**config.mk**
```make
export PLATFORM = sky130hd
export DESIGN_NAME = abz_norm_cell
export DESIGN_NICKNAME = d
export VERILOG_FILES = /design/src/design/abz_pkg.sv /design/src/design/abz_norm_cell.sv
export SDC_FILE = /design/constraint.sdc
export NUM_CORES = 1
export LEC_CHECK = 0
export BUFFER_PORTS_ARGS = -buffer_cell sky130_fd_sc_hd__buf_2
export CAP_MARGIN = 20
export CORE_MARGIN = 2
export CORE_UTILIZATION = 40
export DETAILED_ROUTE_END_ITERATION = 8
export PLACE_DENSITY = 0.71
export SLEW_MARGIN = 10
export SYNTH_ARGS = -nofsm -noshare
export SYNTH_HDL_FRONTEND = slang
export SYNTH_SLANG_ARGS = --single-unit
```
**constraint.sdc**
```tcl
create_clock -name clk -period 1.4 [get_ports clk]
set_input_delay 0.28 -clock clk [delete_from_list [all_inputs] [get_ports clk]]
set_output_delay 0.28 -clock clk [all_outputs]
set_load 0.01 [all_outputs]
```
**src/design/abz_pkg.sv**
```systemverilog
`timescale 1ns / 1ps
package abz_pkg;

  localparam int CORDIC_STEPS = 32;
  localparam int NORM_STEPS   = 6;
  localparam int DIV_STEPS    = 31;
  localparam int VXW          = 38;  // vectoring datapath width
  localparam int MW           = 34;  // magnitude width during prescale
  localparam int RTW          = 34;  // rotation datapath width
  localparam int NPTS         = 7;

  localparam logic [31:0] ATAN_TAB [CORDIC_STEPS] = '{
    32'h20000000, 32'h12E4051E, 32'h09FB385B, 32'h051111D4, 32'h028B0D43, 32'h0145D7E1,
    32'h00A2F61E, 32'h00517C55, 32'h0028BE53, 32'h00145F2F, 32'h000A2F98, 32'h000517CC,
    32'h00028BE6, 32'h000145F3, 32'h0000A2FA, 32'h0000517D, 32'h000028BE, 32'h0000145F,
    32'h00000A30, 32'h00000518, 32'h0000028C, 32'h00000146, 32'h000000A3, 32'h00000051,
    32'h00000029, 32'h00000014, 32'h0000000A, 32'h00000005, 32'h00000003, 32'h00000001,
    32'h00000001, 32'h00000000
  };

  localparam logic signed [RTW-1:0] INV_GAIN = 34'sd652032874;

  localparam logic [1:0] ROLE_START = 2'd0;
  localparam logic [1:0] ROLE_CTRL1 = 2'd1;
  localparam logic [1:0] ROLE_CTRL2 = 2'd2;
  localparam logic [1:0] ROLE_END   = 2'd3;

  typedef struct packed {
    logic signed [31:0] center_x;
    logic signed [31:0] center_y;
    logic [30:0]        radius;
    logic signed [31:0] start_x;
    logic signed [31:0] start_y;
    logic signed [31:0] end_x;
    logic signed [31:0] end_y;
  } in_item_t;

  typedef struct packed {
    logic signed [31:0] point_x;
    logic signed [31:0] point_y;
    logic [1:0]         point_role;
    logic               degenerate;
    logic               last_point;
  } out_item_t;

  typedef struct packed {
    logic signed [VXW-1:0] x;
    logic signed [VXW-1:0] y;
    logic [MW-1:0]         m;
    logic [31:0]           z;
  } vec_t;

  typedef struct packed {
    logic signed [RTW-1:0] x;
    logic signed [RTW-1:0] y;
    logic signed [RTW-1:0] t;
  } rot_t;

  typedef struct packed {
    logic [62:0]          rem;
    logic [33:0]          den;
    logic [DIV_STEPS-1:0] q;
  } divst_t;

  typedef struct packed {
    logic signed [31:0] cx;
    logic signed [31:0] cy;
    logic [30:0]        r;
    logic               degen;
  } side_a_t;

  typedef struct packed {
    side_a_t    a;
    logic       two;
    logic [3:0] neg;
  } side_b_t;

  typedef struct packed {
    side_a_t         a;
    logic            two;
    logic            kneg;
    logic            kpos;
    logic [5:0][31:0] trig;
  } side_c_t;

  // round to nearest, ties upward, of a Q30 product
  function automatic logic signed [33:0] rnd30(input logic signed [63:0] p);
    logic signed [63:0] s;
    s = p + 64'sd536870912;
    return s[63:30];
  endfunction

  function automatic logic signed [31:0] sat32(input logic signed [35:0] v);
    logic signed [31:0] res;
    if (v > 36'sd2147483647) begin
      res = 32'sh7FFFFFFF;
    end else if (v < -36'sd2147483648) begin
      res = 32'sh80000000;
    end else begin
      res = v[31:0];
    end
    return res;
  endfunction

endpackage

```
**src/design/abz_norm_cell.sv**
```systemverilog
`timescale 1ns / 1ps
module abz_norm_cell #(
  parameter int SHIFT = 1
) (
  input  logic          clk,
  input  logic          en,
  input  abz_pkg::vec_t d_i,
  output abz_pkg::vec_t q_o
);

  abz_pkg::vec_t q_r, q_nxt;

  // shift up while the larger magnitude stays below 2^(MW)
  always_comb begin
    q_nxt = d_i;
    if ((d_i.m >> (abz_pkg::MW - SHIFT)) == '0) begin
      q_nxt.m = d_i.m << SHIFT;
      q_nxt.x = d_i.x <<< SHIFT;
      q_nxt.y = d_i.y <<< SHIFT;
    end
  end

  always_ff @(posedge clk) begin
    if (en) begin
      q_r <= q_nxt;
    end
  end

  assign q_o = q_r;

endmodule

```
Word level (Yosys, flattened, before mapping)

Cells that the tools add are included.

Multiplexer cells: 1
Reduce and logical (&&, ||, !) cells: 1

Operator list:

| kind               | count |
|---|---|
| 2-to-1 mux 110 bit | 1 |
| logical NOT 34 bit | 1 |

Flip-flop bits (word level): 142
Output and inout port bits: 142
Input port bits: 144

Logic depth before layout (Yosys ltp)

Gate-level depths: netlist of the first run.

Word-level depth: 2
Depth in mapped cells: 3

Least setup slack after synthesis of the first run

OpenSTA, ideal clock, no wires.

Kind: input-to-reg
Start: input port d_i[65] in the netlist's numbering
End: register q_r (netlist bit q_o[129]) (data pin)
Cell stages on the path: 3
Arrival time: 0.930 ns
Slack: 0.209 ns
Required time: 1.140 ns
Path through: buf_6 buf_6 mux2_4

RTL lines:

| item                   | RTL line            | text |
|---|---|---|
| start: declaration     | abz_norm_cell.sv:7  | `input abz_pkg::vec_t d_i,` |
| end signal: assignment | abz_norm_cell.sv:25 | `q_r <= q_nxt;` |
| end: declaration       | abz_norm_cell.sv:11 | `abz_pkg::vec_t q_r, q_nxt;` |

Final worst setup path of the first run

Start: register q_r (netlist bit q_o[108])
End: output port q_o[108] in the netlist's numbering

RTL lines:

| item             | RTL line           | text |
|---|---|---|
| end: declaration | abz_norm_cell.sv:8 | `output abz_pkg::vec_t q_o` |

No word-level cell between the ends.

==> results of run 1 <==
power breakdown:
| part | switching [uW] | leakage, uW | internal [uW] |
|---|---|---|---|
| sequential | 86.5 | 0.00139 | 5120 |
| combinational | 683 | 0.00206 | 777 |
| clock | 1790 | 0.000275 | 2820 |
layout by cell type, fill, tap and decap left out, drive strengths merged:
master / Yosys / routed
and2: 3 / 3
buf: 12 / 299
bufinv: 0 / 3
clkbuf: 0 / 17
clkinv: 0 / 1
clkinvlp: 0 / 7
edfxtp: 142 / 142
inv: 0 / 4
mux2: 106 / 106
or2: 1 / 1
cell families after synthesis:
logic type / after synthesis
muxes: 106
and+or+nand+nor: 4
DFF: 142
buffers and inverters: 12
area by class of cell:
cell class              instances  area share
well taps                     184      0.0277
clock inverters                15      0.0224
multi-input cells             110       0.190
repair buffers                299       0.196
clock buffers                  17      0.0512
flip-flops and latches        142       0.513
through the flow:
stage	hold slack (ns)	instances
floorplan	0.379	264
global placement	0.458	735
detailed placement	0.458	735
CTS	0.0169	767
global route	0.0152	767
finish	0.0390	767
routing by layer:
| layer | up-vias | GRT usage | share of wire |
|---|---|---|---|
| met1 | 1703 | 0.173 | 0.38 |
| li1 | 1662 | - | - |
| met4 | 0 | 0.0627 | 0.016 |
| met2 | 174 | 0.268 | 0.51 |
| met5 | - | 0 | 0 |
| met3 | 16 | 0.0637 | 0.091 |
final timing paths:
kind                     start  endpoint  slack (ns)
worst max-delay path  q_o[108]  q_o[108]        0.16
worst min-delay path   d_i[23]   q_o[23]        0.04
==> impl_metrics.py, run 1 <==
metrics = {
    "global_route": {
        "grt_pass1_vias": 3636,
        "grt_pass1_wl_mm": 19.0,
        "grt.overflow.total": 0,
        "grtUsageTotal": 0.156,
        "antenna_found_initial": 0,
        "grt_max_degree": 51,
    },
    "drt": {
        "via_per_inst": 4.63,
        "vias": 3555,
        "routed_wl_mm": 12.9,
        "wl_per_cell_um": 16.9,
        "final_antenna_net_count": 0,
        "dr.pass1.iters": 4,
        "drcViolationCount": 0,
        "first_iter_violations": 129,
    },
    "timing": {
        "rsz0062_at_grt": "false",
        "final-setup-viol-count": 0,
        "worst_slack_ns": 0.165,
        "relSlewSlack": 0.811,
        "finalHoldViolCount": 0,
        "fmax_ghz": 0.809,
        "drv_slew": 0,
        "setup_tns_ns": 0,
        "fin_crit_ns": 1.24,
        "period_share": 0.882,
        "tightest_slew_ns": 0.283,
    },
    "synthesis": {
        "syn_area_um2": 6050,
        "synthFlopType": "edfxtp_1",
        "synth_commonest_cells": "edfxtp_1 (142), mux2_4 (96), mux2_2 (10)",
        "syn_avg_cell_area_um2": 22.9,
        "synthSimpleGateAreaFrac": 0.00414,
        "seq_area_frac_synth": 0.705,
        "synth_top_family_by_area": "multiplexers",
        "synth_xor_area_frac": 0,
        "ys_ff_latch": 142,
        "yosys.area.top_type": "edfxtp_1",
        "yosysTopAreaCellShare": 0.705,
        "postSynth.asyncResetShare": 0,
        "synth_compound_area_frac": 0,
        "synth_area_leaders": "edfxtp_1 (70%), mux2_4 (24%), buf_12 (3.0%)",
        "yosysUniqueCellTypes": 8,
        "synth_edf_count": 142,
        "synth_mux_area_frac": 0.257,
        "syn_nets": 408,
        "synthAdderAreaFrac": 0,
        "netlist_instances": 264,
        "ys_warn_count": 0,
        "yosysMostFrequentCell": "edfxtp_1",
    },
    "critical_path": {
        "startpoint_type": "register",
        "crit_required_ns": 1.12,
        "worst-path-buf-inv": 1,
        "crit_path_cell_trace": "buf_2",
        "crit_path_max_incr_delay_ns": 0.39,
        "arrival_ns": 0.96,
        "cp-end-kind": "primary output",
        "crit_path_max_fanout": 1,
        "cp_num_cells": 1,
        "cp_slowest_cell": "edfxtp_1",
        "critical_path_class": "reg -> out",
        "critical_path.top_delay_family": "flip-flops",
    },
    "pwr": {
        "total_power_uw": 11300,
        "pwr_density_cell_nw_per_um2": 1360,
        "peakVddDrop_uv": 726,
        "power.leakage_uw": 0.00373,
    },
    "placement": {
        "place_congestion": 0.769,
        "pre_cts_ws_ns": 0.0571,
        "port-buffer-count": 285,
        "place_area_um2": 7700,
        "place_hpwl_mm": 9.87,
    },
    "die": {
        "row_count": 44,
        "die_x_um": 127,
        "io_pins": 286,
        "die-height_um": 127,
        "initial_core_util": 0.413,
        "coreArea_um2": 14600,
        "die-area_um2": 16100,
    },
    "cts": {
        "cts_resized": 0,
        "ctsLongestPathBuffers": 2,
        "postCtsHoldBufs": 0,
        "cts_tree": "done",
        "h-tree-depth": 4,
        "cts_sinks": 142,
        "cts_root_buf": "clkbuf_16",
        "cts_buffers": 17,
        "path_clk_slew_ns": 0.06,
        "cts_setup_buffers": 0,
    },
    "finish": {
        "fin_nets": 714,
        "fin_area_um2": 8320,
        "layout-drive-gt1-share": 0.751,
        "fillers": 1167,
        "multi_input_area_um2": 1580,
        "utilization": 0.568,
        "n_antenna_cell": 0,
        "regArea_um2": 4260,
        "largest_register_ffs": 142,
        "area_growth_pct": 37.4,
    },
    "run": {
        "maxCapViolations": 0,
    },
    "hold_path": {
        "hp-class": "in -> reg",
        "hold_path_depth": 1,
    },
    "run_status": {
        "status": "finished clean",
    },
}
(Power assumes the default switching activity.)
==> run 2: changes to the inputs <==
--- a/config.mk
+++ b/config.mk
@@ -7,10 +7,12 @@
 export LEC_CHECK = 0
 export BUFFER_PORTS_ARGS = -buffer_cell sky130_fd_sc_hd__buf_2
 export CAP_MARGIN = 20
+export CORE_ASPECT_RATIO = 0.6
 export CORE_MARGIN = 2
 export CORE_UTILIZATION = 40
+export CTS_BUF_LIST = sky130_fd_sc_hd__clkbuf_4 sky130_fd_sc_hd__clkbuf_8
 export DETAILED_ROUTE_END_ITERATION = 8
-export PLACE_DENSITY = 0.71
+export PLACE_DENSITY = 0.74
 export SLEW_MARGIN = 10
 export SYNTH_ARGS = -nofsm -noshare
 export SYNTH_HDL_FRONTEND = slang
==> constraint.sdc (replaced) <==
create_clock -name clk -period 1 [get_ports clk]
set_input_delay 0.2 -clock clk [delete_from_list [all_inputs] [get_ports clk]]
set_output_delay 0.2 -clock clk [all_outputs]
set_load 0.01 [all_outputs]
==> impl_metrics.py, run 2 (synthesis gave the netlist of run 1 again) <==
metrics = {
    "critical_path": {
        "crit_path_cell_trace": "buf_2",
        "cp_slowest_cell": "edfxtp_1",
        "arrival_ns": 1.02,
        "cp-end-kind": "primary output",
        "critical_path.top_delay_family": "flip-flops",
        "startpoint_type": "register",
        "critical_path_class": "reg -> out",
        "crit_path_max_fanout": 1,
        "crit_required_ns": 0.80,
        "worst-path-buf-inv": 1,
        "crit_path_max_incr_delay_ns": 0.43,
    },
    "cts": {
        "ctsLongestPathBuffers": 2,
        "cts_setup_buffers": 0,
        "cts_root_buf": "clkbuf_8",
        "path_clk_slew_ns": 0.08,
        "cts_buffers": 17,
        "h-tree-depth": 4,
        "cts_tree": "done",
        "cts_sinks": 142,
    },
    "timing": {
        "tightest_slew_ns": 0.224,
        "relSlewSlack": 0.851,
        "final-setup-viol-count": 142,
        "setup_tns_ns": -20.48,
        "finalHoldViolCount": 0,
        "fin_crit_ns": 1.22,
        "fmax_ghz": 0.820,
        "period_share": 1.22,
        "worst_slack_ns": -0.220,
        "rsz0062_at_grt": "true",
        "drv_slew": 0,
    },
    "placement": {
        "port-buffer-count": 285,
        "place_area_um2": 7740,
        "place_congestion": 0.769,
        "place_hpwl_mm": 11.4,
    },
    "hold_path": {
        "min_from": "d_i[64]",
        "hp-class": "in -> reg",
        "hold_path_depth": 2,
        "whs_endpoint": "q_o[65]",
    },
    "drt": {
        "first_iter_violations": 173,
        "via_per_inst": 4.55,
        "dr.pass1.iters": 4,
        "routed_wl_mm": 15.2,
        "drcViolationCount": 0,
        "final_antenna_net_count": 0,
        "vias": 3728,
        "wl_per_cell_um": 18.5,
    },
    "pwr": {
        "combPwrFrac": 0.160,
        "p_switching_uw": 3580,
        "clkPwrFrac": 0.310,
        "peakVddDrop_uv": 725,
        "p_int_uw": 10200,
        "p_sw_frac": 0.260,
        "pwr_density_cell_nw_per_um2": 1630,
        "pwr-share-seq": 0.531,
        "total_power_uw": 13800,
        "power.leakage_uw": 0.00378,
    },
    "die": {
        "coreArea_um2": 14600,
        "io_pins": 286,
        "row_count": 34,
        "initial_core_util": 0.413,
        "die_x_um": 163,
        "die-height_um": 99.3,
        "die-area_um2": 16200,
    },
    "global_route": {
        "antenna_found_initial": 1,
        "grt.overflow.total": 0,
        "grt_max_degree": 38,
        "grt_pass1_vias": 4056,
        "grtUsageTotal": 0.185,
        "grt_pass1_wl_mm": 22.2,
    },
    "finish": {
        "fin_area_um2": 8440,
        "fin_nets": 753,
        "n_antenna_cell": 0,
        "layout-drive-gt1-share": 0.715,
        "largest_register_ffs": 142,
        "final_cell_mix": "buf_2 (281), edfxtp_1 (142), mux2_4 (96)",
        "layout_commonest_cell": "buf_2",
        "area_growth_pct": 39.5,
    },
    "run_status": {
        "status": "finished, violations left",
        "violations": "negative setup slack",
    },
    "run": {
        "maxCapViolations": 0,
    },
}
-- run 2: cell count changes in the layout (fill, tap and decap cells not counted), sizes merged --
cell and change:
bufinv -3, buf +7, inv +4, dlygate4sd3 +32, clkinvlp -2, clkbuf +1
-- run 2: power by group through the flow --
stage                     Sequential, uW  Combinational (uW)  Clock [uW]
after detailed placement            7430                2100           0
after floorplan                     7720                 729           0
after CTS                           7300                2210        4410
after global routing                7350                2340        4650
after global placement              7410                2050           0
final                               7300                2200        4260
-- run 2: per-layer routing --
metal,share of wire,vias up,GRT usage
met5,0.00086,-,0
li1,-,1736,-
met1,0.38,1816,0.205
met4,0.0096,2,0.0490
met3,0.079,13,0.0638
met2,0.53,161,0.342
-- run 2: how the worst max path moves through the flow --
stage / startpoint / end / slack, ns / cells past startpoint
finish: q_o[66] / q_o[66] / -0.22 / 1
global route: q_o[66] / q_o[66] / -0.27 / 1
CTS: q_o[66] / q_o[66] / -0.25 / 1
detailed placement: d_i[65] / q_o[89] / -0.22 / 3
global placement: d_i[65] / q_o[141] / -0.20 / 3
floorplan: d_i[65] / q_o[100] / -0.04 / 3
-- run 2: area by class of cell --
cell class                 instances  area, um2
clock buffer                      18        241
sequential                       142       4260
multi-input combinational        110       1580
clock inverter                    14        124
timing repair buffer             338       1980
fill                            1146       6200
tap                              198        248
-- run 2: metrics by stage --
stage | utilization | std cells | worst slack (ns) | hold slack, ns
final | 0.577 | 820 | -0.220 | 0.0636
after global routing | 0.577 | 820 | -0.270 | 0.0271
after global placement | 0.529 | 756 | -0.198 | 0.379
after detailed placement | 0.529 | 756 | -0.216 | 0.378
after floorplan | - | 264 | -0.0365 | 0.299
after CTS | 0.576 | 820 | -0.252 | 0.0283
-- run 2: repair_timing --
| item | 4_1_cts | 5_1_grt |
|---|---|---|
| endpoints found under the setup margin | 142 | 142 |
| resized for setup | 0 | 3 |
| endpoints found under the hold margin | 32 | 0 |
| hold buffers | 32 | 0 |
