===== src/design/abz_pkg.sv =====
`timescale 1ns / 1ps
package abz_pkg;

  localparam int CORDIC_STEPS = 32;
  localparam int NORM_STEPS   = 6;
  localparam int DIV_STEPS    = 31;
  localparam int VXW          = 38;  // vectoring datapath width
  localparam int MW           = 34;  // magnitude width during prescale
  localparam int RTW          = 34;  // rotation datapath width
  localparam int NPTS         = 7;

  localparam logic [31:0] ATAN_TAB [CORDIC_STEPS] = '{
    32'h20000000, 32'h12E4051E, 32'h09FB385B, 32'h051111D4, 32'h028B0D43, 32'h0145D7E1,
    32'h00A2F61E, 32'h00517C55, 32'h0028BE53, 32'h00145F2F, 32'h000A2F98, 32'h000517CC,
    32'h00028BE6, 32'h000145F3, 32'h0000A2FA, 32'h0000517D, 32'h000028BE, 32'h0000145F,
    32'h00000A30, 32'h00000518, 32'h0000028C, 32'h00000146, 32'h000000A3, 32'h00000051,
    32'h00000029, 32'h00000014, 32'h0000000A, 32'h00000005, 32'h00000003, 32'h00000001,
    32'h00000001, 32'h00000000
  };

  localparam logic signed [RTW-1:0] INV_GAIN = 34'sd652032874;

  localparam logic [1:0] ROLE_START = 2'd0;
  localparam logic [1:0] ROLE_CTRL1 = 2'd1;
  localparam logic [1:0] ROLE_CTRL2 = 2'd2;
  localparam logic [1:0] ROLE_END   = 2'd3;

  typedef struct packed {
    logic signed [31:0] center_x;
    logic signed [31:0] center_y;
    logic [30:0]        radius;
    logic signed [31:0] start_x;
    logic signed [31:0] start_y;
    logic signed [31:0] end_x;
    logic signed [31:0] end_y;
  } in_item_t;

  typedef struct packed {
    logic signed [31:0] point_x;
    logic signed [31:0] point_y;
    logic [1:0]         point_role;
    logic               degenerate;
    logic               last_point;
  } out_item_t;

  typedef struct packed {
    logic signed [VXW-1:0] x;
    logic signed [VXW-1:0] y;
    logic [MW-1:0]         m;
    logic [31:0]           z;
  } vec_t;

  typedef struct packed {
    logic signed [RTW-1:0] x;
    logic signed [RTW-1:0] y;
    logic signed [RTW-1:0] t;
  } rot_t;

  typedef struct packed {
    logic [62:0]          rem;
    logic [33:0]          den;
    logic [DIV_STEPS-1:0] q;
  } divst_t;

  typedef struct packed {
    logic signed [31:0] cx;
    logic signed [31:0] cy;
    logic [30:0]        r;
    logic               degen;
  } side_a_t;

  typedef struct packed {
    side_a_t    a;
    logic       two;
    logic [3:0] neg;
  } side_b_t;

  typedef struct packed {
    side_a_t         a;
    logic            two;
    logic            kneg;
    logic            kpos;
    logic [5:0][31:0] trig;
  } side_c_t;

  // round to nearest, ties upward, of a Q30 product
  function automatic logic signed [33:0] rnd30(input logic signed [63:0] p);
    logic signed [63:0] s;
    s = p + 64'sd536870912;
    return s[63:30];
  endfunction

  function automatic logic signed [31:0] sat32(input logic signed [35:0] v);
    logic signed [31:0] res;
    if (v > 36'sd2147483647) begin
      res = 32'sh7FFFFFFF;
    end else if (v < -36'sd2147483648) begin
      res = 32'sh80000000;
    end else begin
      res = v[31:0];
    end
    return res;
  endfunction

endpackage


===== src/design/abz_div_cell.sv =====
`timescale 1ns / 1ps
module abz_div_cell #(
  parameter int BIT = 0
) (
  input  logic            clk,
  input  logic            en,
  input  abz_pkg::divst_t d_i,
  output abz_pkg::divst_t q_o
);

  abz_pkg::divst_t q_r, q_nxt;
  logic [63:0] dsh;

  // one restoring step: quotient bit BIT
  always_comb begin
    dsh   = {30'b0, d_i.den} << BIT;
    q_nxt = d_i;
    if ({1'b0, d_i.rem} >= dsh) begin
      q_nxt.rem    = d_i.rem - dsh[62:0];
      q_nxt.q[BIT] = 1'b1;
    end
  end

  always_ff @(posedge clk) begin
    if (en) begin
      q_r <= q_nxt;
    end
  end

  assign q_o = q_r;

endmodule


===== config.mk =====
export PLATFORM = sky130hd
export DESIGN_NAME = abz_div_cell
export DESIGN_NICKNAME = d
export VERILOG_FILES = /design/src/design/abz_pkg.sv /design/src/design/abz_div_cell.sv
export SDC_FILE = /design/constraint.sdc
export NUM_CORES = 1
export LEC_CHECK = 0
export ABC_AREA = 1
export BUFFER_PORTS_ARGS = -buffer_cell sky130_fd_sc_hd__buf_2
export CORE_ASPECT_RATIO = 1.25
export CORE_MARGIN = 2
export CORE_UTILIZATION = 59
export CTS_BUF_LIST = sky130_fd_sc_hd__clkbuf_4
export DETAILED_ROUTE_END_ITERATION = 8
export PLACE_DENSITY = 0.87
export SLEW_MARGIN = 30
export SYNTH_ARGS = -nofsm -noshare
export SYNTH_HDL_FRONTEND = slang
export SYNTH_SLANG_ARGS = --single-unit

===== constraint.sdc =====
create_clock -name clk -period 6.25 [get_ports clk]
set_input_delay 1.25 -clock clk [delete_from_list [all_inputs] [get_ports clk]]
set_output_delay 1.25 -clock clk [all_outputs]
set_load 0.03 [all_outputs]

* Word level (Yosys, flattened, before mapping)
Index checks and enable logic that the tools add are counted.
** Storage, ports and cells
- Flip-flop bits (word level) :: 128
- Word-level logic and storage cells :: 7
** Cells by class
- Add/sub/neg operators :: 1
- $lt $le $gt $ge :: 1
- Multiplexer cells :: 1
** Operators with widths (number)
- $ge 63x34->1 :: 1
- $mux 63 :: 1
- $sub 63x34->63 :: 1

* Depth between registers and ports, before layout
Gate-level depths: netlist of run 1.
- Depth after elaboration :: 2
- Mapped depth :: 18
- Depth with buffers taken out :: 17

* Least setup slack after synthesis of run 1
OpenSTA, ideal clock, no wires.
- Path kind :: input to register
- From :: in d_i[61] in the netlist's numbering
- To :: reg q_r, in the netlist q_o[111], data pin
- Arrival :: 2732 ps
- Path slack :: 3263 ps
- Stages on the path :: 13
- Buffers on the path :: 1
- Path through :: inv_1 > ha_1 > nand2_1 > inv_1 > a21oi_1 > o21ai_0 > nor2_1 > nand2_2 > nand2_4 > nand2_8 > inv_6 > buf_6 > a21oi_2
** RTL lines
- start, declared :: line abz_div_cell.sv:7 : input abz_pkg::divst_t d_i,
- end signal, assigned :: line abz_div_cell.sv:26 : q_r <= q_nxt;
- end, declared :: line abz_div_cell.sv:11 : abz_pkg::divst_t q_r, q_nxt;

==> results.md, run 1 <==
* Vias in the first global route at ~8600
* Top FF cell, synth: edfxtp_1
* Global-route wire length before repair at around 44 mm
* CTS Hold Bufs at 0
* Largest net degree at the start of global routing at 82
* Hold crit path type: in -> reg
* Seq/Total Area, Yosys at 43.2%
* CORE AREA at 0.0149 sq mm
* Switching share of power at around two fifths
* Max Fanout on Critical Path at 61
* DP HPWL at between 20 and 25 mm
* Die Span Y at between 100 and 150 um
* # fillers at roughly 1200
* Critical Path RT at between 6 and 7 ns
* WHS Endpoint: q_o[64]$_DFFE_PP_
* Die span in x at about 110 um
* EDFF count, synth at 128
* Rows at 50
* Maximum root-to-sink buffer count at 2
* Yosys cell types at 32
* Failing checks: design-rule violations
* Final worst-path cycle share at a little over half
* Pwr dens at around 230 mW/mm^2
* Layout net count at roughly 1700
* Gr usage total at 36.3%
* Sequential group share of total power at 44.5%
* Drt first pass iters at 9
* Final Hold Fails at 0
* Leakage power at about 5.6 nW
* CP max stage delay at ~0.5 ns
* FF+latch count, synth at about 130
* Clock-pin transition on the worst setup and hold timing paths at approximately 0.16 ns
* Sw Pwr at roughly 0.94 mW
* Area growth syn-to-layout at 19.5%
* Final setup fails at 0
* Worst hold start: d_i[64]
* Max VDD drop at around 0.12 mV
* Nature of the critical path startpoint: input port
* Share of cells above drive strength 1 at 23.8%
* Starting Density at roughly 60%
* CTS resizes at 0
* Most used cell, CP: nand2_1
* DR vias at 8785
* Ys async rst share at 0%
* I/O pins at 258
* Post-CTS Setup Bufs at 0
* Status: complete, but fails checks
* H-tree levels at 4
* Clock power frac at roughly 26%
* IO Port Bufs at roughly 260
* Clk sinks at 128
* Cells after Synth at ~1200
* DRT Wirelength at 29.4 mm
* Measured slew at the worst slew-check pin at about 0.73 ns
* Num CTS Buffers at 17
* Worst hold stages at 1
* Period minus WS final at between 3 and 4 ns
* Yosys warnings at 0
* Internal power at 1.47 mW
* Gr ovfl total at 0
* Post-DRT Antenna Nets at 0
* Post-synthesis average cell area at around 7.3 sq um
* Drt wl/cell at around 17 um
* Achievable Freq at around 0.3 GHz
* Die area at 0.0161 sq mm
* Slew margin rel. at around half
* Kind of critical path: in -> reg
* Placer congestion estimate at between 1 and 1.5
* Util after Layout at about 71%
* Slowest CP cell: inv_6
* Max_cap viols at 0
* Root buffer cell: clkbuf_4
* Critical path endpoint category: register
* WP data arrival at around 3.7 ns
* First DRT Iteration DRCs at around 740
* DR vias/cell at between 5 and 6
* Logic pwr share at 29.9%
* Initial antenna violation count at 3
* Final setup TNS at 0 ns
* Commonest non-fill, non-tap cells in the layout: nand2_1 (479), buf_2 (256), inv_1 (234)
* Crit path cell chain: buf_2 -> inv_1 -> ha_1 -> nand2_1 -> inv_1 -> a21oi_1 -> o21ai_0 -> nor2_1 -> nand2_2 -> nand2_4 -> nand2_8 -> inv_6 -> nand2_1 -> nand2_1
* Mapped Area at just under 0.009 sq mm
* Syn nets at 1389
* CTS tree: yes
* DRC violations left at 2
* Most common cell after layout, fill and taps aside: nand2_1
* RSZ-0062 raised after global routing: no
* Final Max Slew Viols at 0
* Max reg flops at between 100 and 150
[metrics by stage]
stage	worst slack, ns	hold WS [ns]	area [sq um]	total power, mW	instances
6_report	3.00	0.818	10600	2.41	1689
5_1_grt	2.76	0.798	10600	2.50	1689
4_1_cts	3.04	0.799	10600	2.41	1686
3_5_place_dp	2.47	1.43	10300	1.80	1654
3_3_place_gp	2.54	1.43	10300	1.78	1654
2_1_floorplan	3.26	1.35	8890	1.55	1223
[final cells by class]
type | count | area, sq um | share of cell area, %
Clock buffer | 17 | 128 | 1.20
Antenna cell | 3 | 7.51 | 0.0706
Multi-Input combinational cell | 843 | 4040 | 38.0
Tap cell | 182 | 228 | 2.14
Inverter | 243 | 917 | 8.63
Sequential cell | 128 | 3840 | 36.2
Timing Repair Buffer | 258 | 1300 | 12.2
Clock inverter | 15 | 168 | 1.58
[synth_stat cells (2+ instances only)]
cell | number | area (sq um)
a21oi_2 | 28 | 245
o21ai_0 | 7 | 35.0
nor2_2 | 6 | 37.5
and2_1 | 3 | 18.8
nand3_1 | 64 | 320
nand2_2 | 12 | 75.1
xor2_1 | 22 | 193
nand3b_1 | 2 | 15.0
buf_6 | 5 | 56.3
nor2_1 | 117 | 439
nand4_1 | 6 | 37.5
inv_2 | 8 | 30.0
nor3_1 | 16 | 80.1
o21bai_1 | 2 | 15.0
or2_2 | 8 | 50.1
inv_1 | 234 | 878
edfxtp_1 | 128 | 3840
nand2_1 | 479 | 1800
ha_1 | 35 | 438
a21oi_1 | 27 | 135
buf_4 | 3 | 22.5
[cells by family (layout without fill, tap and decap cells)]
kind of cell	Yosys count	in the layout	share of synthesized area, %
AO/OA/AOI/OAI	65	65	4.92
XOR/XNOR	23	23	2.26
adder cells (fa/ha/maj)	36	36	5.15
buffers and inverters	252	533	11.4
flip-flops	128	128	43.2
other	0	3	0
AND/OR/NAND/NOR	719	719	33.1
[power by group through the flow]
stage	sequential [mW]	clock, mW	combinational (mW)
after floorplan	1.27	0	0.277
after global placement	1.09	0	0.690
after detailed placement	1.09	0	0.705
after CTS	1.07	0.620	0.713
after global routing	1.08	0.645	0.778
final	1.07	0.617	0.722
[worst max-delay path: cells and delay by family]
family | cells | cell delay (ns)
AO/OA/AOI/OAI | 2 | 0.38
AND/OR/NAND/NOR | 7 | 0.98
adder cells (fa/ha/maj) | 1 | 0.36
buffers and inverters | 4 | 0.70
[per-layer routing]
metal | global-route usage, % | share of wire (%)
met1 | 37.6 | 36
met2 | 66.8 | 52
met3 | 7.26 | 6.4
met4 | 22.3 | 6.1
met5 | 0 | 0
[how the worst max path moves through the flow]
| stage | start | to | slack, ns | depth (start not counted) |
|---|---|---|---|---|
| after floorplan | d_i[61] | q_o[111]$_DFFE_PP_ | 3.26 | 13 |
| after global placement | d_i[61] | q_o[109]$_DFFE_PP_ | 2.54 | 13 |
| after detailed placement | d_i[61] | q_o[115]$_DFFE_PP_ | 2.47 | 13 |
| after CTS | d_i[61] | q_o[67]$_DFFE_PP_ | 3.04 | 14 |
| after global routing | d_i[61] | q_o[69]$_DFFE_PP_ | 2.76 | 14 |
| final | d_i[61] | q_o[67]$_DFFE_PP_ | 3.00 | 14 |
Note: power is estimated with default switching activity, not from simulation.
==> run 2: changes to the inputs <==
--- a/config.mk
+++ b/config.mk
@@ -9,10 +9,10 @@
 export BUFFER_PORTS_ARGS = -buffer_cell sky130_fd_sc_hd__buf_2
 export CORE_ASPECT_RATIO = 1.25
 export CORE_MARGIN = 2
-export CORE_UTILIZATION = 59
+export CORE_UTILIZATION = 49
 export CTS_BUF_LIST = sky130_fd_sc_hd__clkbuf_4
 export DETAILED_ROUTE_END_ITERATION = 8
-export PLACE_DENSITY = 0.87
+export PLACE_DENSITY = 0.77
 export SLEW_MARGIN = 30
 export SYNTH_ARGS = -nofsm -noshare
 export SYNTH_HDL_FRONTEND = slang
==> constraint.sdc (replaced) <==
create_clock -name clk -period 2.7 [get_ports clk]
set_input_delay 0.54 -clock clk [delete_from_list [all_inputs] [get_ports clk]]
set_output_delay 0.54 -clock clk [all_outputs]
set_load 0.03 [all_outputs]
==> results.md, run 2 (same netlist as run 1, synthesis figures left out) <==
* DRT Wirelength at 29.9 mm (+1.5%)
* Starting Density at 49.5% (-10 points)
* DRC violations left at 0 (-2)
* Final Max Slew Viols at 0 (unchanged)
* Gr usage total at 30.6% (-5.8 points)
* RSZ-0062 raised after global routing: no
* Leakage power at 5.93 nW (+6.7%)
* Drt first pass iters at 7 (-2)
* Largest net degree at the start of global routing at 60 (-27%)
* Num CTS Buffers at 17 (unchanged)
* Die span in x at 125 um (+9.4%)
* Gr ovfl total at 0 (unchanged)
* Max reg flops at 128 (unchanged)
* Max_cap viols at 0 (unchanged)
* Sequential group share of total power at 43.7% (-0.8 points)
* WP data arrival at 2.63 ns (-1.08 ns)
* Util after Layout at 63.0% (-8.4 points)
* Achievable Freq at approximately 0.44 GHz
* Pwr dens at 502 mW/mm^2 (+120%)
* Max VDD drop at 0.245 mV (+100%)
* Die area at 0.0193 sq mm (+20%)
* Final Hold Fails at 0 (unchanged)
* CTS resizes at 0 (unchanged)
* Initial antenna violation count at 1 (-2)
* Commonest non-fill, non-tap cells in the layout: nand2_1 (479), buf_2 (256), inv_1 (234)
* DR vias/cell at 4.92 (-5.4%)
* Layout net count at 1729 (+4.3%)
* # fillers at 1694 (+36%)
* Root buffer cell: clkbuf_4
* Clk sinks at 128 (unchanged)
* Placer congestion estimate at 0.971 (-3.5%)
* Final setup fails at 0 (unchanged)
* Logic pwr share at 31.0% (+1.1 points)
* Total power at 5.67 mW (+140%)
* First DRT Iteration DRCs at 512 (-31%)
* Maximum root-to-sink buffer count at 2 (unchanged)
* DP HPWL at 24.8 mm (+6.1%)
* Switching share of power at 38.4% (-0.48 points)
* Measured slew at the worst slew-check pin at 0.568 ns (-0.163 ns)
* Slew margin rel. at 61.7% (+10 points)
* Clock-pin transition on the worst setup and hold timing paths at 0.14 ns (-0.02 ns)
* IO Port Bufs at 257 (unchanged)
* Reg area at 0.00384 sq mm (unchanged)
* CORE AREA at 0.0180 sq mm (+21%)
* Post-DRT Antenna Nets at 0 (unchanged)
* Sw Pwr at 2.18 mW (+130%)
* Max Fanout on Critical Path at 36 (-41%)
* Area growth syn-to-layout at 27.1%
* Die Span Y at 155 um (+9.5%)
* CTS tree: yes
* Period minus WS final at 2.28 ns
* Final worst-path cycle share at between 80% and 90%
* Critical Path RT at 3.06 ns (-3.65 ns)
* Post-CTS Setup Bufs at 0 (unchanged)
* H-tree levels at 4 (unchanged)
* Internal power at 3.49 mW (+140%)
* CTS Hold Bufs at 0 (unchanged)
* I/O pins at 258 (unchanged)
* Hold crit path type: in -> reg
* Critical path endpoint category: register
* Clock power frac at 25.3% (-0.3 points)
* Vias in the first global route at 8697 (+1.3%)
* Rows at 55 (+10%)
* Multi-input logic area at 0.00404 sq mm (unchanged)
* DR vias at 8884 (+1.1%)
* Global-route wire length before repair at 45.0 mm (+2.2%)
* Share of cells above drive strength 1 at 27.3% (+3.5 points)
* Kind of critical path: in -> reg
* Most common cell after layout, fill and taps aside: nand2_1
* Status: finished clean
* Drt wl/cell at 16.5 um (-5.1%)
* Nature of the critical path startpoint: input port
==> run 2: area by class of cell <==
| class | count | share of cell area (%) |
|---|---|---|
| antenna | 2 | 0.0443 |
| clock buffer | 17 | 1.13 |
| clock inverter | 15 | 1.46 |
| inverter | 243 | 8.11 |
| multi-input combinational | 843 | 35.7 |
| sequential | 128 | 34.0 |
| tap | 228 | 2.52 |
| timing repair buffer | 330 | 17.0 |
==> run 2: per-stage QoR <==
step	TNS (ns)	area, sq um	hold WS [ns]	instances	setup slack (ns)
3_3_place_gp	-2.58	11000	0.717	1772	-0.135
4_1_cts	0	11300	0.101	1804	0.458
5_1_grt	0	11300	0.0815	1806	0.316
3_5_place_dp	-3.30	11000	0.718	1772	-0.173
6_report	0	11300	0.102	1806	0.423
2_1_floorplan	0	8890	0.639	1223	0.423
==> run 2: worst max-delay path, cell delays in order <==
cell	delay [ns]
buf_2	0.09
inv_1	0.04
ha_1	0.33
buf_4	0.16
nand2_1	0.05
nand2_1	0.06
nand2_1	0.06
nand2_1	0.07
a21oi_1	0.23
nor2_1	0.08
nor2_1	0.15
nand2_2	0.10
nand2_4	0.11
nand2_8	0.07
buf_12	0.18
or2_2	0.30
==> run 2: power groups by stage <==
stage | Clock [mW] | Sequential, mW | Combinational [mW]
5_1_grt | 1.50 | 2.50 | 1.90
4_1_cts | 1.43 | 2.48 | 1.76
6_report | 1.43 | 2.48 | 1.76
3_5_place_dp | 0 | 2.53 | 1.75
2_1_floorplan | 0 | 2.94 | 0.641
3_3_place_gp | 0 | 2.52 | 1.73
==> run 2: worst paths after layout <==
kind	start	to	slack, ns	depth (start not counted)
worst max-delay path	d_i[51]	q_o[0]$_SDFFCE_PP1P_	0.42	16
worst min-delay path	d_i[14]	q_o[14]$_DFFE_PP_	0.10	1
==> run 2: layer usage <==
layer	wire, um	vias up	track usage [%]
met5	0	-	0
met4	1640	0	17.2
met3	1750	85	5.64
met2	15900	348	57.8
met1	10600	3984	31.6
li1	-	4467	-
