--- config.mk ---
export PLATFORM = sky130hd
export DESIGN_NAME = abz_vec_cell
export DESIGN_NICKNAME = d
export VERILOG_FILES = /design/src/design/abz_pkg.sv /design/src/design/abz_vec_cell.sv
export SDC_FILE = /design/constraint.sdc
export NUM_CORES = 1
export LEC_CHECK = 0
export BUFFER_PORTS_ARGS = -buffer_cell sky130_fd_sc_hd__buf_2
export CAP_MARGIN = 40
export CORE_UTILIZATION = 50
export CTS_CLUSTER_DIAMETER = 100
export CTS_CLUSTER_SIZE = 16
export DETAILED_ROUTE_END_ITERATION = 7
export HOLD_SLACK_MARGIN = 0.06
export PLACE_DENSITY = 0.88
export SYNTH_ARGS = -nofsm -noshare
export SYNTH_HDL_FRONTEND = slang
export SYNTH_SLANG_ARGS = --single-unit
export TNS_END_PERCENT = 100
--- constraint.sdc ---
create_clock -name clk -period 4.9 [get_ports clk]
set_input_delay 0.49 -clock clk [delete_from_list [all_inputs] [get_ports clk]]
set_output_delay 0.49 -clock clk [all_outputs]
set_load 0.02 [all_outputs]
--- src/design/abz_pkg.sv ---
`timescale 1ns / 1ps
package abz_pkg;

  localparam int CORDIC_STEPS = 32;
  localparam int NORM_STEPS   = 6;
  localparam int DIV_STEPS    = 31;
  localparam int VXW          = 38;  // vectoring datapath width
  localparam int MW           = 34;  // magnitude width during prescale
  localparam int RTW          = 34;  // rotation datapath width
  localparam int NPTS         = 7;

  localparam logic [31:0] ATAN_TAB [CORDIC_STEPS] = '{
    32'h20000000, 32'h12E4051E, 32'h09FB385B, 32'h051111D4, 32'h028B0D43, 32'h0145D7E1,
    32'h00A2F61E, 32'h00517C55, 32'h0028BE53, 32'h00145F2F, 32'h000A2F98, 32'h000517CC,
    32'h00028BE6, 32'h000145F3, 32'h0000A2FA, 32'h0000517D, 32'h000028BE, 32'h0000145F,
    32'h00000A30, 32'h00000518, 32'h0000028C, 32'h00000146, 32'h000000A3, 32'h00000051,
    32'h00000029, 32'h00000014, 32'h0000000A, 32'h00000005, 32'h00000003, 32'h00000001,
    32'h00000001, 32'h00000000
  };

  localparam logic signed [RTW-1:0] INV_GAIN = 34'sd652032874;

  localparam logic [1:0] ROLE_START = 2'd0;
  localparam logic [1:0] ROLE_CTRL1 = 2'd1;
  localparam logic [1:0] ROLE_CTRL2 = 2'd2;
  localparam logic [1:0] ROLE_END   = 2'd3;

  typedef struct packed {
    logic signed [31:0] center_x;
    logic signed [31:0] center_y;
    logic [30:0]        radius;
    logic signed [31:0] start_x;
    logic signed [31:0] start_y;
    logic signed [31:0] end_x;
    logic signed [31:0] end_y;
  } in_item_t;

  typedef struct packed {
    logic signed [31:0] point_x;
    logic signed [31:0] point_y;
    logic [1:0]         point_role;
    logic               degenerate;
    logic               last_point;
  } out_item_t;

  typedef struct packed {
    logic signed [VXW-1:0] x;
    logic signed [VXW-1:0] y;
    logic [MW-1:0]         m;
    logic [31:0]           z;
  } vec_t;

  typedef struct packed {
    logic signed [RTW-1:0] x;
    logic signed [RTW-1:0] y;
    logic signed [RTW-1:0] t;
  } rot_t;

  typedef struct packed {
    logic [62:0]          rem;
    logic [33:0]          den;
    logic [DIV_STEPS-1:0] q;
  } divst_t;

  typedef struct packed {
    logic signed [31:0] cx;
    logic signed [31:0] cy;
    logic [30:0]        r;
    logic               degen;
  } side_a_t;

  typedef struct packed {
    side_a_t    a;
    logic       two;
    logic [3:0] neg;
  } side_b_t;

  typedef struct packed {
    side_a_t         a;
    logic            two;
    logic            kneg;
    logic            kpos;
    logic [5:0][31:0] trig;
  } side_c_t;

  // round to nearest, ties upward, of a Q30 product
  function automatic logic signed [33:0] rnd30(input logic signed [63:0] p);
    logic signed [63:0] s;
    s = p + 64'sd536870912;
    return s[63:30];
  endfunction

  function automatic logic signed [31:0] sat32(input logic signed [35:0] v);
    logic signed [31:0] res;
    if (v > 36'sd2147483647) begin
      res = 32'sh7FFFFFFF;
    end else if (v < -36'sd2147483648) begin
      res = 32'sh80000000;
    end else begin
      res = v[31:0];
    end
    return res;
  endfunction

endpackage

--- src/design/abz_vec_cell.sv ---
`timescale 1ns / 1ps
module abz_vec_cell #(
  parameter int IDX = 0
) (
  input  logic          clk,
  input  logic          en,
  input  abz_pkg::vec_t d_i,
  output abz_pkg::vec_t q_o
);

  abz_pkg::vec_t q_r, q_nxt;
  logic signed [abz_pkg::VXW-1:0] xs, ys;

  always_comb begin
    xs = d_i.x >>> IDX;
    ys = d_i.y >>> IDX;
    q_nxt = d_i;
    if (d_i.y >= 0) begin
      q_nxt.x = d_i.x + ys;
      q_nxt.y = d_i.y - xs;
      q_nxt.z = d_i.z + abz_pkg::ATAN_TAB[IDX];
    end else begin
      q_nxt.x = d_i.x - ys;
      q_nxt.y = d_i.y + xs;
      q_nxt.z = d_i.z - abz_pkg::ATAN_TAB[IDX];
    end
  end

  always_ff @(posedge clk) begin
    if (en) begin
      q_r <= q_nxt;
    end
  end

  assign q_o = q_r;

endmodule

# Word level (Yosys, flattened, before mapping)
# Cells that the tools add are included.
# word_totals
mem_bits_rw,0
romBits,0
latch_bits,0
output_inout_bits,142
ff_bits,142
elab_cells,12
n_memories,0
inputBits,144
# op_classes
div_mod_pow,0
reduce_logical,0
bitwise_logic,0
magnitude_cmp,1
eq_ne,0
n_shift,0
multipliers,0
add_sub_neg,5
muxes,2
# ops
operator,count
76-bit 2-to-1 mux,1
38-bit subtractor,2
38-bit adder,1
38-bit by 1-bit greater-or-equal comparator with 1-bit output (second input constant),1
32-bit by 30-bit adder with 32-bit output (second input constant),1
32-bit 2-to-1 mux,1
32-bit by 30-bit subtractor with 32-bit output (second input constant),1

# Logic depth before layout (Yosys ltp)
# Gate-level depths: netlist (run 1).
# depth
word_depth,2
mapped_depth,13

# Least setup slack after synthesis (run 1)
# Ideal clock, no wire load.
# synth_path
path_kind,input-to-reg
start,input d_i[66] (netlist bit)
end,"register q_r, in the netlist q_o[88] (data pin)"
arrival_ns,2.777
setup_time_ns,0.270
setup_slack_ns,1.853
t_required_ns,4.630
n_path_buf,0
stages,11
path_cell_list,ha_1 fa_1 nor2b_1 o21ai_0 nand2_1 a221oi_1 a21oi_1 o21ai_0 nor4b_1 o22ai_1 xnor2_1
# synth_lines
element,line,source
from (decl),abz_vec_cell.sv:7,"input abz_pkg::vec_t d_i,"
to (signal assigned),abz_vec_cell.sv:31,q_r <= q_nxt;
to (decl),abz_vec_cell.sv:11,"abz_pkg::vec_t q_r, q_nxt;"

==> results of run 1 <==
## cell usage in the layout, fill, tap and decap left out, types with 6 or more instances in the layout
cell,instances
a2111oi_0,7
a221oi_1,8
inv_6,6
nand2b_1,9
xnor2_1,58
nor2b_1,12
o21bai_1,23
a21oi_1,137
a21o_1,32
xor2_1,15
ha_1,111
or4_1,7
o31a_1,6
mux2i_1,25
nor4_1,10
clkbuf_16,17
buf_2,284
nor3_1,23
a31oi_1,9
edfxtp_1,141
a211oi_1,18
nand4_1,16
nand2_1,63
and3_1,6
nor2_1,94
o21ai_0,66
buf_4,12
inv_1,118
nand3_1,17
o21a_1,12
o31ai_1,11
o211ai_1,13
## area by class of cell
type / count / share of cell area, %
Clock buffer: 17 / 3.18
Clock inverter: 15 / 1.23
Inverter: 119 / 3.33
Multi-Input combinational cell: 881 / 46.5
Sequential cell: 141 / 31.6
Tap cell: 280 / 2.62
Timing Repair Buffer: 298 / 11.6
## routing by layer
| metal | share of wire (%) | vias up | global-route usage, % |
|---|---|---|---|
| met4 | 3.1 | 0 | 12.2 |
| met3 | 8.3 | 84 | 4.85 |
| met2 | 48 | 664 | 51.6 |
| met5 | 0 | - | 0 |
| met1 | 40 | 5016 | 39.4 |
| li1 | - | 4885 | - |
## critical path: cells and delay by family
family	cells	cell delay (ns)
and+or+nand+nor	2	0.98
adders and majority gates	1	0.55
AOI/OAI and AO/OA	5	1.49
xor gates and xnor gates	1	0.13
buffers and inverters	2	0.16
## power groups by stage
stage | logic, µW | registers (µW) | clock network, µW
2_1_floorplan | 705 | 1800 | 0
3_3_place_gp | 1390 | 1610 | 0
3_5_place_dp | 1410 | 1610 | 0
4_1_cts | 1420 | 1580 | 1340
5_1_grt | 1540 | 1600 | 1380
6_report | 1440 | 1580 | 1330
## worst min-delay path by stage
stage                 start  endpoint  slack, ns
floorplan            d_i[0]    q_o[0]       0.59
global placement    d_i[47]   q_o[47]       0.67
detailed placement  d_i[24]   q_o[24]       0.67
CTS                 d_i[48]   q_o[48]       0.22
global route        d_i[44]   q_o[44]       0.22
finish              d_i[25]   q_o[25]       0.23
## cells by family (layout without fill, tap and decap cells)
family          Yosys count  count (layout)  share of synthesized area (%)
xor+xnor                 73              73                           5.74
simple gates            280             280                           12.1
compound gates          388             388                           22.6
fa+ha+maj               115             115                           13.2
buf+inv                 177             449                           6.13
mux                      25              25                           2.25
flops                   141             141                           38.0
## per-stage QoR
step                instance area [µm²]  instances
floorplan                         11100       1199
global placement                  12800       1718
detailed placement                12800       1719
CTS                               13400       1751
global route                      13400       1751
finish                            13400       1751
==> metrics, run 1 <==
pre-CTS WS=0.935 ns; antenna-violating nets left=0; via count=between 10,000 and 15,000; core area=21,800 µm²; endpoints failing setup=0; Least-Margin Pin Slew=around 0.89 ns; max FFs per register=141; Core Util, Final=61.4%; WP data required=between 5 and 6 ns; Crit path largest cell delay=~0.60 ns; footprint of the multi-input gates=just over 6000 µm²; CTS HTree Levels=4; # IOs=~290; synthesized area per cell=around 9.3 µm²; count of hold buffers inserted by post-cts repair=0; Flop pwr share=a little over a third; drt initial violations=~1,300; Async S/R FF share, synth=0%; Synthesized Nets=around 1,500; worst-path cell chain=buf_2 -> inv_1 -> ha_1 -> and2_1 -> a221oi_2 -> o221a_2 -> a21oi_1 -> o21ai_0 -> or4b_1 -> a32o_1 -> xnor2_1; final net count=approximately 1,700; CP max-delay cell=or4b_1; dominant cells by area after synthesis=edfxtp_1, ha_1, a21oi_1, xnor2_1, inv_1; Mapped Area=between 10,000 and 15,000 µm²; CP startpoint kind=primary input; Synth area leader=edfxtp_1; Post-synth EDFFs=between 100 and 150; fin. max-slew vios=0; first-pass GRT wire length=roughly 54,000 µm; vias in the first global route=between 9,000 and 10,000; Tcrit/Tclk final=roughly 74%; CTS tree=done; fillcell total=between 1,500 and 2,000; CTS buffer count=17; YS warnings=0; Routed WL=around 36,000 µm; layout cells sized above 1=23.7%; HP Class=in2reg; RSZ-0062 raised after global routing=no; Seq/Total Area, Yosys=38.0%; worst hold path depth=1; most frequent cell after synthesis=edfxtp_1; final hold viol count=0; Starting Density=between 50% and 60%; power density cells=between 300 and 400 nW/µm²; floorplan row count=54; Initial DRT Pass Iterations=8; Total GRT Usage=30.7%; dpl hpwl=between 20,000 and 30,000 µm; Synth top area share=between 30% and 40%; Avg WL per Cell=20.7 µm; CP Max Fanout=11; fmax=roughly 0.27 GHz; Worst IR Drop VDD=0.176 mV; post-CTS sizing=0; Synth Flop Type=edfxtp_1; setup_tns=0 ns; Remaining DRCs=0; Max clock buf depth=2; min Tclk post-route=approximately 3.6 ns; grt ovf=0; GPL Wtd Cong=around 1.1; CTS root buf=clkbuf_16; Static Leakage=around 0.0060 µW; Synth cell types=64; n_diodes=0; internal power=between 2000 and 3000 µW; status=finished, final reports clean; Slew headroom=39.1%; Die ar.=~23,000 µm²; routed vias/inst=between 6 and 7; post-synthesis cell count=~1,200; CP Class=in2reg; total power draw=~4400 µW; # Post-CTS Setup Buffers=0; Layout area overhead=20.2%; CP endpoint kind=register; clock group share of total power=a little over 30%; number of I/O port buffers=approximately 290; largest net degree at the start of global routing=84; Die Y=151 µm; synth cell count leaders=edfxtp_1, a21oi_1, inv_1, ha_1, nor2_1; Sw Pwr=1610 µW; initial antenna violation count=0; Die W=151 µm; smallest setup slack after layout=roughly 1.3 ns; Comb power frac=33.1%; Fin Hold WS=0.232 ns; Crit. Startpoint=d_i[70]; Register Area=approximately 4200 µm²; Worst EP arrival=3.82 ns; Worst Setup EP=q_o[135]; max-cap violation count=0; clk sinks=141; switching share of total power=between 30 and 40%; Yosys reg bits=approximately 140; Clk pin slew, worst setup/hold paths=about 0.070 ns
(Power assumes the default switching activity.)
==> run 2, diff against run 1 <==
ABC_AREA = 1   (was default)
PLACE_DENSITY = 0.87   (was 0.88)
clock period = 3.8 ns   (was 4.9 ns; I/O delays follow)
==> run 2 against run 1 <==
  * Power increased by 33%
  * Critical path depth increased by 5
  * First-iteration DRC count rose by 14%
  * Design area increased by 11%
  * Sequential power grew 27%
  * Flip-flop and latch count is the same
  * Via count increased by 27%
  * Area after synthesis up 15%
  * Non-clock buffer count is 6 lower
  * Wire length is 31% higher
  * Critical path type unchanged
==> metrics, run 2 <==
CTS HTree Levels=4 (unchanged); clk sinks=141 (unchanged); most common cell after layout, fill and taps aside=nand2_1; post-synthesis cell count=1,814 (+51%); total power draw=5800 µW (+33%); Post-synth EDFFs=141 (unchanged); Tcrit/Tclk final=approximately 66%; final hold viol count=0 (unchanged); Crit. Startpoint=d_i[73]; grt ovf=0 (unchanged); smallest setup slack after layout=1.29 ns (+0.0283 ns); RSZ-0062 raised after global routing=no; Synth Flop Type=edfxtp_1; Mapped Area=12,800 µm² (+15%); Clk pin slew, worst setup/hold paths=0.08 ns (about the same); floorplan row count=58 (+7.4%); Finished Layout Cells=2,417 (+38%); most frequent cells in the layout=nand2_1, buf_2, inv_1, nand3_1, nor2_1; via count=13,500 (+27%); dpl hpwl=38,700 µm (+38%); fmax=roughly 0.4 GHz; post-CTS sizing=0 (unchanged); layout cells sized above 1=18.5% (-5.2 points); Fin Hold WS=0.114 ns (-0.117 ns); max-cap violation count=0 (unchanged); most frequent cell after synthesis=nand2_1; Die ar.=26,200 µm² (+14%); WP data required=4.00 ns (-1.09 ns); Seq/Total Area, Yosys=33.2% (-4.8 points); Die Y=162 µm (+6.9%); CP max-delay cell=ha_1; GPL Wtd Cong=1.01 (-4.0%); Layout area overhead=17.0%; synthesized area per cell=7.04 µm² (-24%); Avg WL per Cell=19.6 µm (-5.4%); Synth area leader=edfxtp_1; footprint of the multi-input gates=7150 µm² (+15%); CP startpoint kind=primary input; Least-Margin Pin Slew=0.930 ns (+0.0389 ns); Worst IR Drop VDD=0.215 mV (+22%); Crit path largest cell delay=0.57 ns (-0.03 ns); CP Class=in2reg; Routed WL=47,500 µm (+31%); cell repeated most along the worst path=nand2_1; Synthesized Nets=2,073 (+42%); worst-path cell chain=buf_2 -> inv_1 -> ha_1 -> nand2_1 -> inv_1 -> nand2_1 -> nor2_1 -> nand2_1 -> nand3_1 -> nand2_1 -> nand2_1 -> nand2_1 -> nand2_1 -> nand2_1 -> nand3_1 -> nand2_1; n_diodes=0 (unchanged); fillcell total=2,397 (+27%); HP Class=in2reg; final net count=2,333 (+36%); synth cell count leaders=nand2_1, inv_1, nand3_1, nor2_1, edfxtp_1; DP Cell Count=2,385 (+39%); initial antenna violation count=0 (unchanged); power density cells=388 nW/µm² (+19%); fin. max-slew vios=0 (unchanged); status=finished, final reports clean; CTS tree=done; Initial DRT Pass Iterations=6 (-2); CTS root buf=clkbuf_16; Worst Setup EP=q_o[138]; count of hold buffers inserted by post-cts repair=0 (unchanged); pre-CTS WS=0.918 ns (-0.0177 ns); first-pass GRT wire length=70,700 µm (+32%); Static Leakage=0.00760 µW (+26%); Async S/R FF share, synth=0% (unchanged); Starting Density=50.8% (-0.22 points); vias in the first global route=12,800 (+29%); dominant cells by area after synthesis=edfxtp_1, nand2_1, ha_1, inv_1, nand3_1; Yosys reg bits=141 (unchanged); antenna-violating nets left=0 (unchanged); CP endpoint kind=register; largest net degree at the start of global routing=96 (+14%); Die W=162 µm (+6.9%); number of I/O port buffers=285 (unchanged); Register Area=4230 µm² (unchanged); endpoints failing setup=0 (unchanged); Max clock buf depth=2 (unchanged); setup_tns=0 ns (unchanged); Remaining DRCs=0 (unchanged); YS warnings=0 (unchanged); min Tclk post-route=2.51 ns; Slew headroom=38.0% (-1.1 points); max FFs per register=141 (unchanged); # Post-CTS Setup Buffers=0 (unchanged); Total GRT Usage=35.9% (+5.2 points); core area=25,100 µm² (+15%); # IOs=286 (unchanged); CP Max Fanout=12 (+1); CTS buffer count=17 (unchanged); drt initial violations=1,453 (+14%); Worst EP arrival=2.71 ns (-1.11 ns); Synth cell types=40 (-38%); routed vias/inst=5.60 (-7.8%); Synth top area share=33.2% (-4.8 points)
run 2: cell types whose count changed in the layout (fill, tap and decap cells not counted), moves of 32 or more:
cell and delta:
nand2_1 +453, inv_1 +148, nand3_1 +144, nor2_1 +57
xnor2_1 -57, o21ai_0 +32
run 2: layer usage:
layer | GRT usage, % | wire [µm]
met2 | 58.3 | 21400
met4 | 13.0 | 1530
met1 | 49.4 | 20300
met3 | 3.93 | 4220
met5 | 0 | 0
run 2: per-stage QoR:
step                utilization [%]  cell area [µm²]
CTS                            59.5            14900
floorplan                         -            12800
global placement               57.0            14300
detailed placement             57.1            14300
global route                   59.5            14900
finish                         59.5            14900
run 2: worst min path at each step:
stage | startpoint | end | depth (start not counted)
floorplan | d_i[0] | q_o[0] | 0
global placement | d_i[62] | q_o[62] | 1
detailed placement | d_i[16] | q_o[16] | 1
CTS | d_i[40] | q_o[40] | 1
global route | d_i[16] | q_o[16] | 1
finish | d_i[16] | q_o[16] | 1
run 2: power by group:
part / switching (µW) / internal [µW] / leakage (µW)
combinational: 1420 / 591 / 0.00593
sequential: 62.5 / 1940 / 0.00138
clock: 840 / 944 / 0.000298
total: 2320 / 3470 / 0.00760
run 2: worst max-delay path, delay by kind of cell:
| kind | cells | cell delay [ns] |
|---|---|---|
| buffers and inverters | 3 | 0.30 |
| adders and majority gates | 1 | 0.57 |
| and+or+nand+nor | 12 | 1.45 |
run 2: cells by family after synthesis:
family                   count (synthesis)  share of synthesized area, %
AND/OR/NAND/NOR                        902                          29.8
flip-flops                             141                          33.2
adder cells (fa/ha/maj)                115                          11.5
XOR/XNOR                                28                          1.92
buffers and inverters                  327                          10.8
AO/OA/AOI/OAI                          301                          12.8
run 2: layout make-up:
| class | count | area share (%) |
|---|---|---|
| multi-input combinational | 1346 | 47.9 |
| tap | 330 | 2.76 |
| sequential | 141 | 28.4 |
| inverter | 276 | 6.94 |
| clock inverter | 15 | 1.18 |
| clock buffer | 17 | 2.85 |
| timing repair buffer | 292 | 10.0 |
